===== config.mk =====
export PLATFORM = sky130hd
export DESIGN_NAME = gbl_ctrl
export DESIGN_NICKNAME = d
export VERILOG_FILES = /design/src/gbl_pkg.sv /design/src/gbl_ctrl.sv
export SDC_FILE = /design/constraint.sdc
export NUM_CORES = 1
export LEC_CHECK = 0
export ABC_AREA = 1
export BUFFER_PORTS_ARGS = -buffer_cell sky130_fd_sc_hd__buf_2
export CORE_ASPECT_RATIO = 0.5
export CORE_MARGIN = 2
export CORE_UTILIZATION = 45
export CTS_CLUSTER_SIZE = 24
export DETAILED_ROUTE_END_ITERATION = 10
export PLACE_DENSITY = 0.66
export SYNTH_ARGS = -nofsm -noshare
export SYNTH_HDL_FRONTEND = slang
export SYNTH_SLANG_ARGS = --single-unit

===== constraint.sdc =====
create_clock -name clk -period 4.56 [get_ports clk]
set_input_delay 0.912 -clock clk [delete_from_list [all_inputs] [get_ports clk]]
set_output_delay 0.912 -clock clk [all_outputs]
set_load 0.05 [all_outputs]

===== src/gbl_pkg.sv =====
// Shared types and constants for the Gaussian blur block.
`default_nettype none
package gbl_pkg;

  localparam logic [1:0] MODE_3X3  = 2'd0;
  localparam logic [1:0] MODE_G273 = 2'd1;
  localparam logic [1:0] MODE_P324 = 2'd2;

  localparam logic [1:0] REG_WIDTH  = 2'd0;
  localparam logic [1:0] REG_HEIGHT = 2'd1;
  localparam logic [1:0] REG_MODE   = 2'd2;
  // unlisted index, writes to it are ignored
  localparam logic [1:0] REG_SPARE  = 2'd3;

  // reciprocal multipliers, quotient = (sum * M) >> DIV_SHIFT
  localparam int          DIV_SHIFT = 25;
  localparam logic [21:0] MUL_3X3   = 22'd2097152;
  localparam logic [21:0] MUL_273   = 22'd122911;
  localparam logic [21:0] MUL_324   = 22'd103564;

  typedef struct packed {
    logic       emit;
    logic       fend;
    logic       raw_sel;
    logic [2:0] sel;
  } meta_t;

  typedef struct packed {
    logic        v;
    logic        wr;
    logic [1:0]  slot;
    logic [10:0] addr;
    logic [7:0]  pixel;
    meta_t       meta;
  } req_t;

  // element k is row (current - k) of one column
  typedef logic [4:0][7:0] col_t;

endpackage
`default_nettype wire


===== src/gbl_ctrl.sv =====
// Frame position counters, configuration registers and output selection.
`default_nettype none
module gbl_ctrl #(
  parameter int MAX_WIDTH = 1024
) (
  input  wire               clk,
  input  wire               rst,
  input  wire               adv,
  input  wire               s_tvalid,
  input  wire               s_tuser,
  input  wire  [7:0]        s_tdata,
  input  wire               cfg_valid,
  input  wire  [1:0]        cfg_index,
  input  wire  [11:0]       cfg_data,
  output gbl_pkg::req_t     req,
  output logic [1:0]        mode
);
  import gbl_pkg::*;

  logic [10:0] width;
  logic [11:0] height;
  logic [10:0] col;
  logic [11:0] row;
  logic [1:0]  slot;
  logic        done;
  logic [12:0] lead;
  logic [10:0] ocol;
  logic [11:0] orow;

  logic        rad2;
  logic [11:0] kdim;
  logic        geom_ok;
  logic [12:0] delay;
  logic        take;
  logic        emit;
  logic        last;
  logic        col_wrap;
  logic [10:0] rlo;
  logic [2:0]  sel;
  logic        raw_sel;
  logic [10:0] rlim;
  logic [10:0] rsel;

  always_comb begin
    rad2     = (mode != MODE_3X3);
    kdim     = rad2 ? 12'd5 : 12'd3;
    geom_ok  = ({1'b0, width} >= kdim) && (32'(width) <= MAX_WIDTH) && (height >= kdim);
    delay    = rad2 ? ({1'b0, width, 1'b0} + 13'd4) : ({2'b0, width} + 13'd2);
    take     = s_tvalid && adv && geom_ok && (s_tuser == done);
    emit     = take && (s_tuser || (lead == delay));
    last     = (orow == height - 12'd1) && (ocol == width - 11'd1);
    col_wrap = (col + 11'd1 == width);
    rlo      = rad2 ? 11'd2 : 11'd1;
    rlim     = width - 11'd1 - rlo;
    rsel     = ocol + {rlo[9:0], 1'b0} + 11'd1 - width;
    // border columns pick the nearest blurred column from the history
    if (ocol < rlo) begin
      sel = ocol[2:0];
    end else if (ocol > rlim) begin
      sel = rsel[2:0];
    end else begin
      sel = rlo[2:0];
    end
    raw_sel = (orow < {1'b0, rlo}) || (orow >= height - {1'b0, rlo});
    req.v            = take;
    req.wr           = take && !s_tuser;
    req.slot         = slot;
    req.addr         = col;
    req.pixel        = s_tuser ? 8'd0 : s_tdata;
    req.meta.emit    = emit;
    req.meta.fend    = last;
    req.meta.raw_sel = raw_sel;
    req.meta.sel     = sel;
  end

  always_ff @(posedge clk) begin
    if (rst) begin
      width  <= 11'd1024;
      height <= 12'd768;
      mode   <= MODE_G273;
      col    <= '0;
      row    <= '0;
      slot   <= '0;
      done   <= 1'b0;
      lead   <= '0;
      ocol   <= '0;
      orow   <= '0;
    end else if (cfg_valid) begin
      unique case (cfg_index)
        REG_WIDTH:  width  <= cfg_data[10:0];
        REG_HEIGHT: height <= cfg_data;
        REG_MODE:   mode   <= cfg_data[1:0];
        default: ;
      endcase
      if (cfg_index != REG_SPARE) begin
        col  <= '0;
        row  <= '0;
        slot <= '0;
        done <= 1'b0;
        lead <= '0;
        ocol <= '0;
        orow <= '0;
      end
    end else if (take) begin
      // drain items advance the virtual position too, so the window keeps moving
      if (col_wrap) begin
        col  <= '0;
        slot <= slot + 2'd1;
        if (!s_tuser) begin
          row <= row + 12'd1;
          if (row + 12'd1 == height) begin
            done <= 1'b1;
          end
        end
      end else begin
        col <= col + 11'd1;
      end
      if (!s_tuser && lead != delay) begin
        lead <= lead + 13'd1;
      end
      if (emit) begin
        if (ocol == width - 11'd1) begin
          ocol <= '0;
          orow <= orow + 12'd1;
        end else begin
          ocol <= ocol + 11'd1;
        end
      end
      if (emit && last) begin
        col  <= '0;
        row  <= '0;
        slot <= '0;
        done <= 1'b0;
        lead <= '0;
        ocol <= '0;
        orow <= '0;
      end
    end
  end

endmodule
`default_nettype wire


==> flow_summary.ini <==
[outcome]
status = completed

[power]
powerDensity_mw_per_mm2 = 260.7
irDropWorstVdd_mv = 0.2239
leakage_nw = 4.211

[sta]
tightest_slew_ps = 734.0
fmax_mhz = 220.0
min_period_ps = 4546
fin_ws_ps = 14.31
hold_viol = 0
finalClockSkew_ps = 10.93
holdWs_ps = 487.0
setup_viol = 0
period_share_pct = 99.69
slew_headroom_pct = 50.65
rsz0062_at_grt = true
slew_violations = 0

[grt]
grt_pass1_wl_um = 39120
antenna_found_initial = 0
grt_usage_pct = 25.92
gr-total-overflow = 0
grt_max_degree = 46
grt_pass1_vias = 7807

[clock_tree]
clockBufferDepth = 2
clock_insertion_delay_worst_skew_ps = 350
cts_hold_repair.buffers = 0
tritoncts = built
cts_buffers = 9
clk_pin_slew_ps = 70
clockRootBuffer = clkbuf_16
cts_num_sinks = 87
h-tree-depth = 3

[critical_path]
cp.arrival_ps = 3630
cp_max_fo = 3
worst_setup_path_start_kind = flop
critPathRequiredTime_ps = 3650
ff2ff_setup_slack_ps = 1210
path_class = flop to output port
path_cells = inv_2, ha_4, inv_2, ha_1, a211oi_2, nand3_1, nor2_1, nand2_1, buf_4, xor2_1, ha_1, nand4_1, or4_4, nand2_4, nand2_4, a31oi_4, buf_6
max_stage_delay_ps = 510
slowest_stage = or4_4
end_kind = output port

[synth]
syn-num-nets = 1357
synth_warnings = 0
yosys-top-cells-count = nand2_1, inv_1, nor2_1
yosysMostFrequentCell = nand2_1
synthArstFlopShare_pct = 0
yosys.area.top_type = dfxtp_1
synth_area_per_cell_um2 = 6.238
yosysSeqAreaShare_pct = 21.81
ys_ff_latch = 87
synth.distinct_cells = 47
synth-edff-count = 0
synthFlopType = dfxtp_1
syn_area_mm2 = 0.007985
synth_top_area_share_pct = 21.81
synthTopCellsByArea = dfxtp_1, nand2_1, nand3_1
syn_inst = 1280

[cells_and_area]
drive_above_1_share_pct = 14.68
nets = 1421
syn_to_final_growth_pct = 13.49
fillers = 1766
seq_area_mm2 = 0.001752
antenna_cells = 0
multi_input_area_mm2 = 0.005499

[placed_design]
portBuffers = 58
dp_slack_ps = -18.27
dp_hpwl_um = 18630
gp_congestion = 0.9372

[die]
die_area_mm2 = 0.01889
start_util_pct = 46.01
dieHeight_um = 98.20
rows = 34
die_x_um = 192.4
pin_count = 59
core-area_mm2 = 0.01736

[hold_path]
min_path_type = flop to flop

[route]
route.detailed.drc = 0
vias = 8409
dr.first_iter.drc_count = 644
wl_per_cell_um = 15.01
first_pass_iters = 5
ant_nets = 0
routed_wl_um = 23760
viasPerCell = 5.312

[job]
drv_cap = 0
==> worst paths after layout <==
check,from,to,cells after the start
max reg2reg,mode[0],done,13
max,width[0],req[0],17
min,slot[0],slot[0],2
min reg2reg,slot[0],slot[0],2
==> per-layer routing <==
metal	wire length, um	share of wire (%)	up-vias	track usage, %
li1	-	-	4266	-
met1	11640	49	3889	37.14
met2	10410	44	234	40.90
met3	1438	6.1	20	4.457
met4	260	1.1	0	5.050
met5	0	0	-	0
==> flip-flops by register name, summed over array words and instances, names as in the netlist <==
name and flops:
col 11, done 1, height 12, lead 13
mode 2, ocol 11, orow 12, row 12
slot 2, width 11
==> power by group <==
part	internal (W)	total [W]	switching, W
clock	0.000427	0.000764	0.000338
combinational	0.000260	0.000748	0.000488
sequential	0.000796	0.000851	0.0000545
==> cells by family (layout without fill, tap and decap cells) <==
family,after synthesis,in the layout,share of synthesized area [%]
compound gates,155,155,11.05
xor+xnor,77,77,8.634
fa+ha+maj,49,49,7.960
buf+inv,207,276,11.00
flops,87,87,21.81
simple gates,705,705,39.55
==> cell type report <==
cell class / count / share of cell area, %
flip-flops and latches: 87 / 19.33
repair buffers: 97 / 6.724
inverters: 163 / 6.834
clock buffers: 11 / 2.568
well taps: 234 / 3.231
clock inverters: 5 / 0.6351
multi-input cells: 986 / 60.68
==> timing repair <==
| action | 4_1_cts | 5_1_grt |
|---|---|---|
| buffers inserted | 9 | 7 |
| resized for setup | 21 | 13 |
| pin swaps | 11 | 17 |
| setup endpoints to repair | 3 | 3 |
==> critical path: cells and delay by family (launching register included) <==
family,cells,cell delay [ps]
XOR/XNOR,1,150
buffers and inverters,4,410
AND/OR/NAND/NOR,7,1130
AO/OA/AOI/OAI,2,400
flip-flops,1,340
adder cells (fa/ha/maj),3,840
==> per-stage QoR <==
stage                     utilization, %  power (W)  setup TNS (ps)  std cells  area (um^2)
after floorplan                        -   0.001393               0       1280         8056
after global placement             49.26   0.001552               0       1552         8551
after detailed placement           49.26   0.001566          -18.27       1552         8551
after CTS                          51.67   0.002345               0       1576         8967
after global routing               52.21   0.002495          -283.5       1583         9062
final                              52.21   0.002363               0       1583         9062
==> cell usage in the layout (no fill, tap or decap), drive strengths merged, types with 26 or more instances in the layout <==
cell type,n
nand2,330
inv,163
nor2,161
nand3,137
buf,97
dfxtp,87
o21ai,66
a21oi,65
xor2,65
ha,46
nand4,30
nor3,26
Power figures use the tool's default switching activity.
