[src/gbl_pkg.sv]
// Shared types and constants for the Gaussian blur block.
`default_nettype none
package gbl_pkg;

  localparam logic [1:0] MODE_3X3  = 2'd0;
  localparam logic [1:0] MODE_G273 = 2'd1;
  localparam logic [1:0] MODE_P324 = 2'd2;

  localparam logic [1:0] REG_WIDTH  = 2'd0;
  localparam logic [1:0] REG_HEIGHT = 2'd1;
  localparam logic [1:0] REG_MODE   = 2'd2;
  // unlisted index, writes to it are ignored
  localparam logic [1:0] REG_SPARE  = 2'd3;

  // reciprocal multipliers, quotient = (sum * M) >> DIV_SHIFT
  localparam int          DIV_SHIFT = 25;
  localparam logic [21:0] MUL_3X3   = 22'd2097152;
  localparam logic [21:0] MUL_273   = 22'd122911;
  localparam logic [21:0] MUL_324   = 22'd103564;

  typedef struct packed {
    logic       emit;
    logic       fend;
    logic       raw_sel;
    logic [2:0] sel;
  } meta_t;

  typedef struct packed {
    logic        v;
    logic        wr;
    logic [1:0]  slot;
    logic [10:0] addr;
    logic [7:0]  pixel;
    meta_t       meta;
  } req_t;

  // element k is row (current - k) of one column
  typedef logic [4:0][7:0] col_t;

endpackage
`default_nettype wire

[src/gbl_filter.sv]
// Window, symmetric class sums, kernel weighting and reciprocal divide.
`default_nettype none
module gbl_filter (
  input  wire                clk,
  input  wire                rst,
  input  wire                adv,
  input  wire  [1:0]         mode,
  input  wire                v1,
  input  gbl_pkg::meta_t     meta1,
  input  gbl_pkg::col_t      column,
  output logic               v5,
  output gbl_pkg::meta_t     meta5,
  output logic [7:0]         raw5,
  output logic [7:0]         q5
);
  import gbl_pkg::*;

  // win[i][j]: row i (4 newest), column j (4 newest)
  logic [4:0][4:0][7:0] win;
  logic        v2, v3, v4;
  meta_t       meta2, meta3, meta4;
  logic [7:0]  raw2, raw3, raw4;
  logic [7:0]  s00, t00;
  logic [9:0]  s01, s02, s11, s22, t01, t11;
  logic [10:0] s12;
  logic [16:0] wsum;
  logic [21:0] mul;
  logic [38:0] prod;

  always_ff @(posedge clk) begin
    if (rst) begin
      v2 <= 1'b0;
      v3 <= 1'b0;
      v4 <= 1'b0;
      v5 <= 1'b0;
    end else if (adv) begin
      v2 <= v1;
      v3 <= v2;
      v4 <= v3;
      v5 <= v4;
    end
  end

  always_ff @(posedge clk) begin
    if (adv) begin
      if (v1) begin
        for (int i = 0; i < 5; i++) begin
          for (int j = 0; j < 4; j++) begin
            win[i][j] <= win[i][j+1];
          end
          win[i][4] <= column[4-i];
        end
      end
      meta2 <= meta1;
      raw2  <= (mode != MODE_3X3) ? column[2] : column[1];

      s00 <= win[2][2];
      s01 <= 10'(win[1][2]) + 10'(win[3][2]) + 10'(win[2][1]) + 10'(win[2][3]);
      s02 <= 10'(win[0][2]) + 10'(win[4][2]) + 10'(win[2][0]) + 10'(win[2][4]);
      s11 <= 10'(win[1][1]) + 10'(win[1][3]) + 10'(win[3][1]) + 10'(win[3][3]);
      s12 <= 11'(win[0][1]) + 11'(win[0][3]) + 11'(win[4][1]) + 11'(win[4][3])
           + 11'(win[1][0]) + 11'(win[3][0]) + 11'(win[1][4]) + 11'(win[3][4]);
      s22 <= 10'(win[0][0]) + 10'(win[0][4]) + 10'(win[4][0]) + 10'(win[4][4]);
      t00 <= win[3][3];
      t01 <= 10'(win[2][3]) + 10'(win[4][3]) + 10'(win[3][2]) + 10'(win[3][4]);
      t11 <= 10'(win[2][2]) + 10'(win[2][4]) + 10'(win[4][2]) + 10'(win[4][4]);
      meta3 <= meta2;
      raw3  <= raw2;

      case (mode)
        MODE_3X3:  wsum <= 17'(t00) * 17'd4 + 17'(t01) * 17'd2 + 17'(t11);
        MODE_G273: wsum <= 17'(s00) * 17'd41 + 17'(s01) * 17'd26 + 17'(s02) * 17'd7
                         + 17'(s11) * 17'd16 + 17'(s12) * 17'd4 + 17'(s22);
        default:   wsum <= 17'(s00) * 17'd64 + 17'(s01) * 17'd32 + 17'(s02) * 17'd8
                         + 17'(s11) * 17'd16 + 17'(s12) * 17'd4 + 17'(s22);
      endcase
      meta4 <= meta3;
      raw4  <= raw3;

      prod  <= 39'(wsum) * 39'(mul);
      meta5 <= meta4;
      raw5  <= raw4;
    end
  end

  always_comb begin
    case (mode)
      MODE_3X3:  mul = MUL_3X3;
      MODE_G273: mul = MUL_273;
      default:   mul = MUL_324;
    endcase
  end

  assign q5 = prod[DIV_SHIFT+7:DIV_SHIFT];

endmodule
`default_nettype wire
[config.mk]
export PLATFORM = sky130hd
export DESIGN_NAME = gbl_filter
export DESIGN_NICKNAME = d
export VERILOG_FILES = /design/src/gbl_pkg.sv /design/src/gbl_filter.sv
export SDC_FILE = /design/constraint.sdc
export NUM_CORES = 1
export LEC_CHECK = 0
export ABC_CLOCK_PERIOD_IN_PS = 9900
export BUFFER_PORTS_ARGS = -buffer_cell sky130_fd_sc_hd__clkbuf_2
export CORE_UTILIZATION = 25
export CTS_BUF_LIST = sky130_fd_sc_hd__clkbuf_4 sky130_fd_sc_hd__clkbuf_8 sky130_fd_sc_hd__clkbuf_16
export DETAILED_ROUTE_END_ITERATION = 12
export PLACE_DENSITY = 0.46
export REMOVE_ABC_BUFFERS = 1
export SYNTH_ARGS = -nofsm -noshare
export SYNTH_HDL_FRONTEND = slang
export SYNTH_SLANG_ARGS = --single-unit
[constraint.sdc]
create_clock -name clk -period 9.9 [get_ports clk]
set_input_delay 1.98 -clock clk [delete_from_list [all_inputs] [get_ports clk]]
set_output_delay 1.98 -clock clk [all_outputs]
set_load 0.005 [all_outputs]
==> impl_metrics.tcl <==
set metrics [dict create \
    crit_top_cell "fa_1" \
    rsz0062_at_grt "no" \
    netlist.area_leader.share_pct 39.1 \
    final_nets 3008 \
    routed_wl_um 65300 \
    setup-tns-final_ns 0 \
    synth_area_mm2 0.0283 \
    top_usage_layer "met2" \
    crit_required_ns 10.21 \
    drt_first_pass_iters 4 \
    grtUsageTotal_pct 11.7 \
    fin_area_mm2 0.0321 \
    die-area_mm2 0.114 \
    syn_inst 2131 \
    slew_violations 0 \
    crit_fanout 17 \
    finalCoreUtilization_pct 28.6 \
    post_cts_buffers 0 \
    syn_area_per_cell_um2 13.3 \
    start_util_pct 25.2 \
    cts_resized 0 \
    drive_gt1_share_pct 7.43 \
    synth_largest_area_cell "edfxtp_1" \
    ctsHoldBuffers 0 \
    synthToLayoutAreaGrowth_pct 13.5 \
    dp_hpwl_um 54300 \
    fmax_ghz 0.128 \
    crit_path_start_kind "input pin" \
    worst_pin_slew_ns 0.989 \
    drt_iter0_drc 705 \
    yosysSeqAreaShare_pct 39.4 \
    status "complete, no violations" \
    period_minus_slack_ns 7.81 \
    cts_sinks 372 \
    grt_pass1_vias 17567 \
    hold_viol 0 \
    synth.distinct_cells 58 \
    viasPerCell 4.04 \
    die_w_um 338 \
    portBuffers 74 \
    clockBufferDepth 3 \
    ctsHtreeMaxLevel 2 \
    ys.flop_type "edfxtp_1" \
    core_mm2 0.112 \
    arrival_ns 8.11 \
    postSynth.asyncResetShare_pct 0 \
    use_met2_pct 20.7 \
    cts-buffers-inserted 44 \
    ys_seq_elements 372 \
    drc 0 \
    root_buffer "clkbuf_16" \
    crit_slowest_cell "a211oi_1" \
    setup_viol 0 \
    critPathKind "input pin to flop" \
    grt_max_degree 134 \
    cts_tree "yes" \
    place_worst_setup_slack_ns 1.49 \
    finalClockSkew_ns 0.0254 \
    antenna_found_initial 3 \
    synth_edf_count 368 \
    drtAntennaViolNets 0 \
    die_h_um 338 \
    routedWlPerCell_um 17.3 \
    slew_headroom_pct 34.0 \
    grt_pass1_wl_um 103000 \
    critPathBufInv 6 \
    cp_top_family "adder cells" \
    worst_slack_ns 2.09 \
    insertion_delay_ns 0.57 \
    grt_util_met3_pct 1.39 \
    hold_path_class "flop to flop" \
    rows 123 \
    max_stage_delay_ns 0.69 \
    cp_cell_sequence "clkbuf_2, or2_1, buf_4, and2_1, fa_1, ha_1, fa_1, inv_1, fa_1, inv_1, fa_1, inv_1, fa_1, inv_1, ha_1, nand3_1, nor2_1, a211oi_1, a21oi_1, o41ai_2, xnor2_1" \
    placed_area_mm2 0.0305 \
    vias 15280 \
    gp_congestion 0.867 \
    period_share_pct 78.8 \
    path_clk_slew_ns 0.06 \
    met1_usage_pct 15.3 \
    synth.yosys.warnings 0 \
    maxCapViolCount 0 \
    io_pins 75 \
    endpoint_kind "flop" \
    synth_area_leaders "edfxtp_1 (39%), fa_1 (28%), ha_1 (14%)" \
    grt-ovfl-total 0 \
]
through the flow:
| stage | hold slack (ns) | cells |
|---|---|---|
| after global routing | 0.424 | 3776 |
| after floorplan | 0.400 | 2114 |
| after detailed placement | 0.405 | 3695 |
| after global placement | 0.401 | 3695 |
| after CTS | 0.414 | 3776 |
| final | 0.418 | 3778 |
layout by cell type, fill, tap and decap left out, types with 8 or more instances in the layout:
| cell type | netlist | layout |
|---|---|---|
| nand2b_1 | 13 | 13 |
| fa_1 | 390 | 390 |
| inv_1 | 461 | 461 |
| clkbuf_16 | 0 | 46 |
| ha_1 | 325 | 325 |
| nor2_1 | 61 | 60 |
| nand3_1 | 14 | 14 |
| o21a_1 | 9 | 9 |
| clkbuf_2 | 0 | 73 |
| a21oi_1 | 53 | 53 |
| o21ai_1 | 41 | 41 |
| nor3_1 | 8 | 8 |
| a31oi_1 | 9 | 9 |
| edfxtp_1 | 368 | 368 |
| xnor2_1 | 53 | 53 |
| clkbuf_4 | 0 | 17 |
| a211oi_1 | 15 | 15 |
| o21ai_0 | 14 | 14 |
| and2_1 | 38 | 37 |
| xor2_1 | 29 | 29 |
| nand2_1 | 80 | 80 |
| a21o_1 | 41 | 41 |
| nor2b_1 | 10 | 10 |
logic make-up (layout without fill, tap and decap cells):
family          Yosys count  count (layout)  synth area share, %
flops                   372             372                 39.4
xor+xnor                 82              82                 2.54
simple gates            244             244                 4.08
buf+inv                 479             624                 6.38
mux                       7               7                0.248
fa+ha+maj               715             715                 42.0
compound gates          232             232                 5.39
other cells               0               2                    0
state kept, by name, summed over array words and instances (netlist names), 8 cells and up:
signal and cells:
win 200, raw4 8, t00 8, s11 10, s02 10, wsum 17
raw3 8, raw2 8, prod 8, s01 10, s22 10, t11 10
s12 11, s00 8, t01 10, raw5 8
synthesized netlist by cell type, drive strengths merged (4+ instances only):
cell type  count
fa           390
a31oi          9
o21bai         7
a21oi         55
a22o           4
and2          38
a21boi         7
a211oi        15
or2            6
o211ai         7
ha           325
mux2i          7
nand2b        13
a21o          41
edfxtp       368
and3           5
xnor2         53
nand2         80
nor2b         10
o41ai          4
o21ai         55
o21a           9
dfxtp          4
nor2          62
inv          462
nand3         14
clkbuf        14
xor2          29
nor3           8
worst reg2reg max path, cell delays in order, from the launching register on:
cell and delay [ns]:
edfxtp_1 0.54, ha_1 0.37, fa_1 0.51, fa_1 0.47, a21o_1 0.20, a21oi_2 0.19
o21bai_1 0.13, a2111o_1 0.48, nand2_1 0.10, xor2_1 0.18, fa_1 0.43, inv_1 0.07
ha_1 0.23, ha_1 0.31, inv_1 0.07, fa_1 0.43, fa_1 0.54, inv_1 0.05
ha_1 0.27, inv_1 0.07, nor2_1 0.11, nor2_1 0.05, a31oi_1 0.26, a31oi_1 0.15
xnor2_1 0.14, a22o_1 0.18
cell type report:
class	instances	area, um^2
antenna	2	5.00
clock buffer	64	1290
clock inverter	17	253
fill	11567	80300
inverter	462	1730
multi-input combinational	1280	15300
sequential	372	11100
tap	1500	1880
timing repair buffer	81	444
final timing paths:
path / start / to / slack (ns) / cells past startpoint
max: mode[0] / prod[29] / 2.09 / 21
min: raw3[5] / raw4[5] / 0.42 / 0
max reg2reg: s01[1] / wsum[15] / 3.12 / 25
min reg2reg: raw3[5] / raw4[5] / 0.42 / 0
routing by layer:
metal  routed length, um  part of all wire [%]
met3                1800                   2.8
met1               29200                    45
met5                   7                 0.011
met2               32900                    50
met4                1370                   2.1
Power is not shown: default switching activity piles up to over one toggle a cycle in this logic, so the estimate is an artifact.
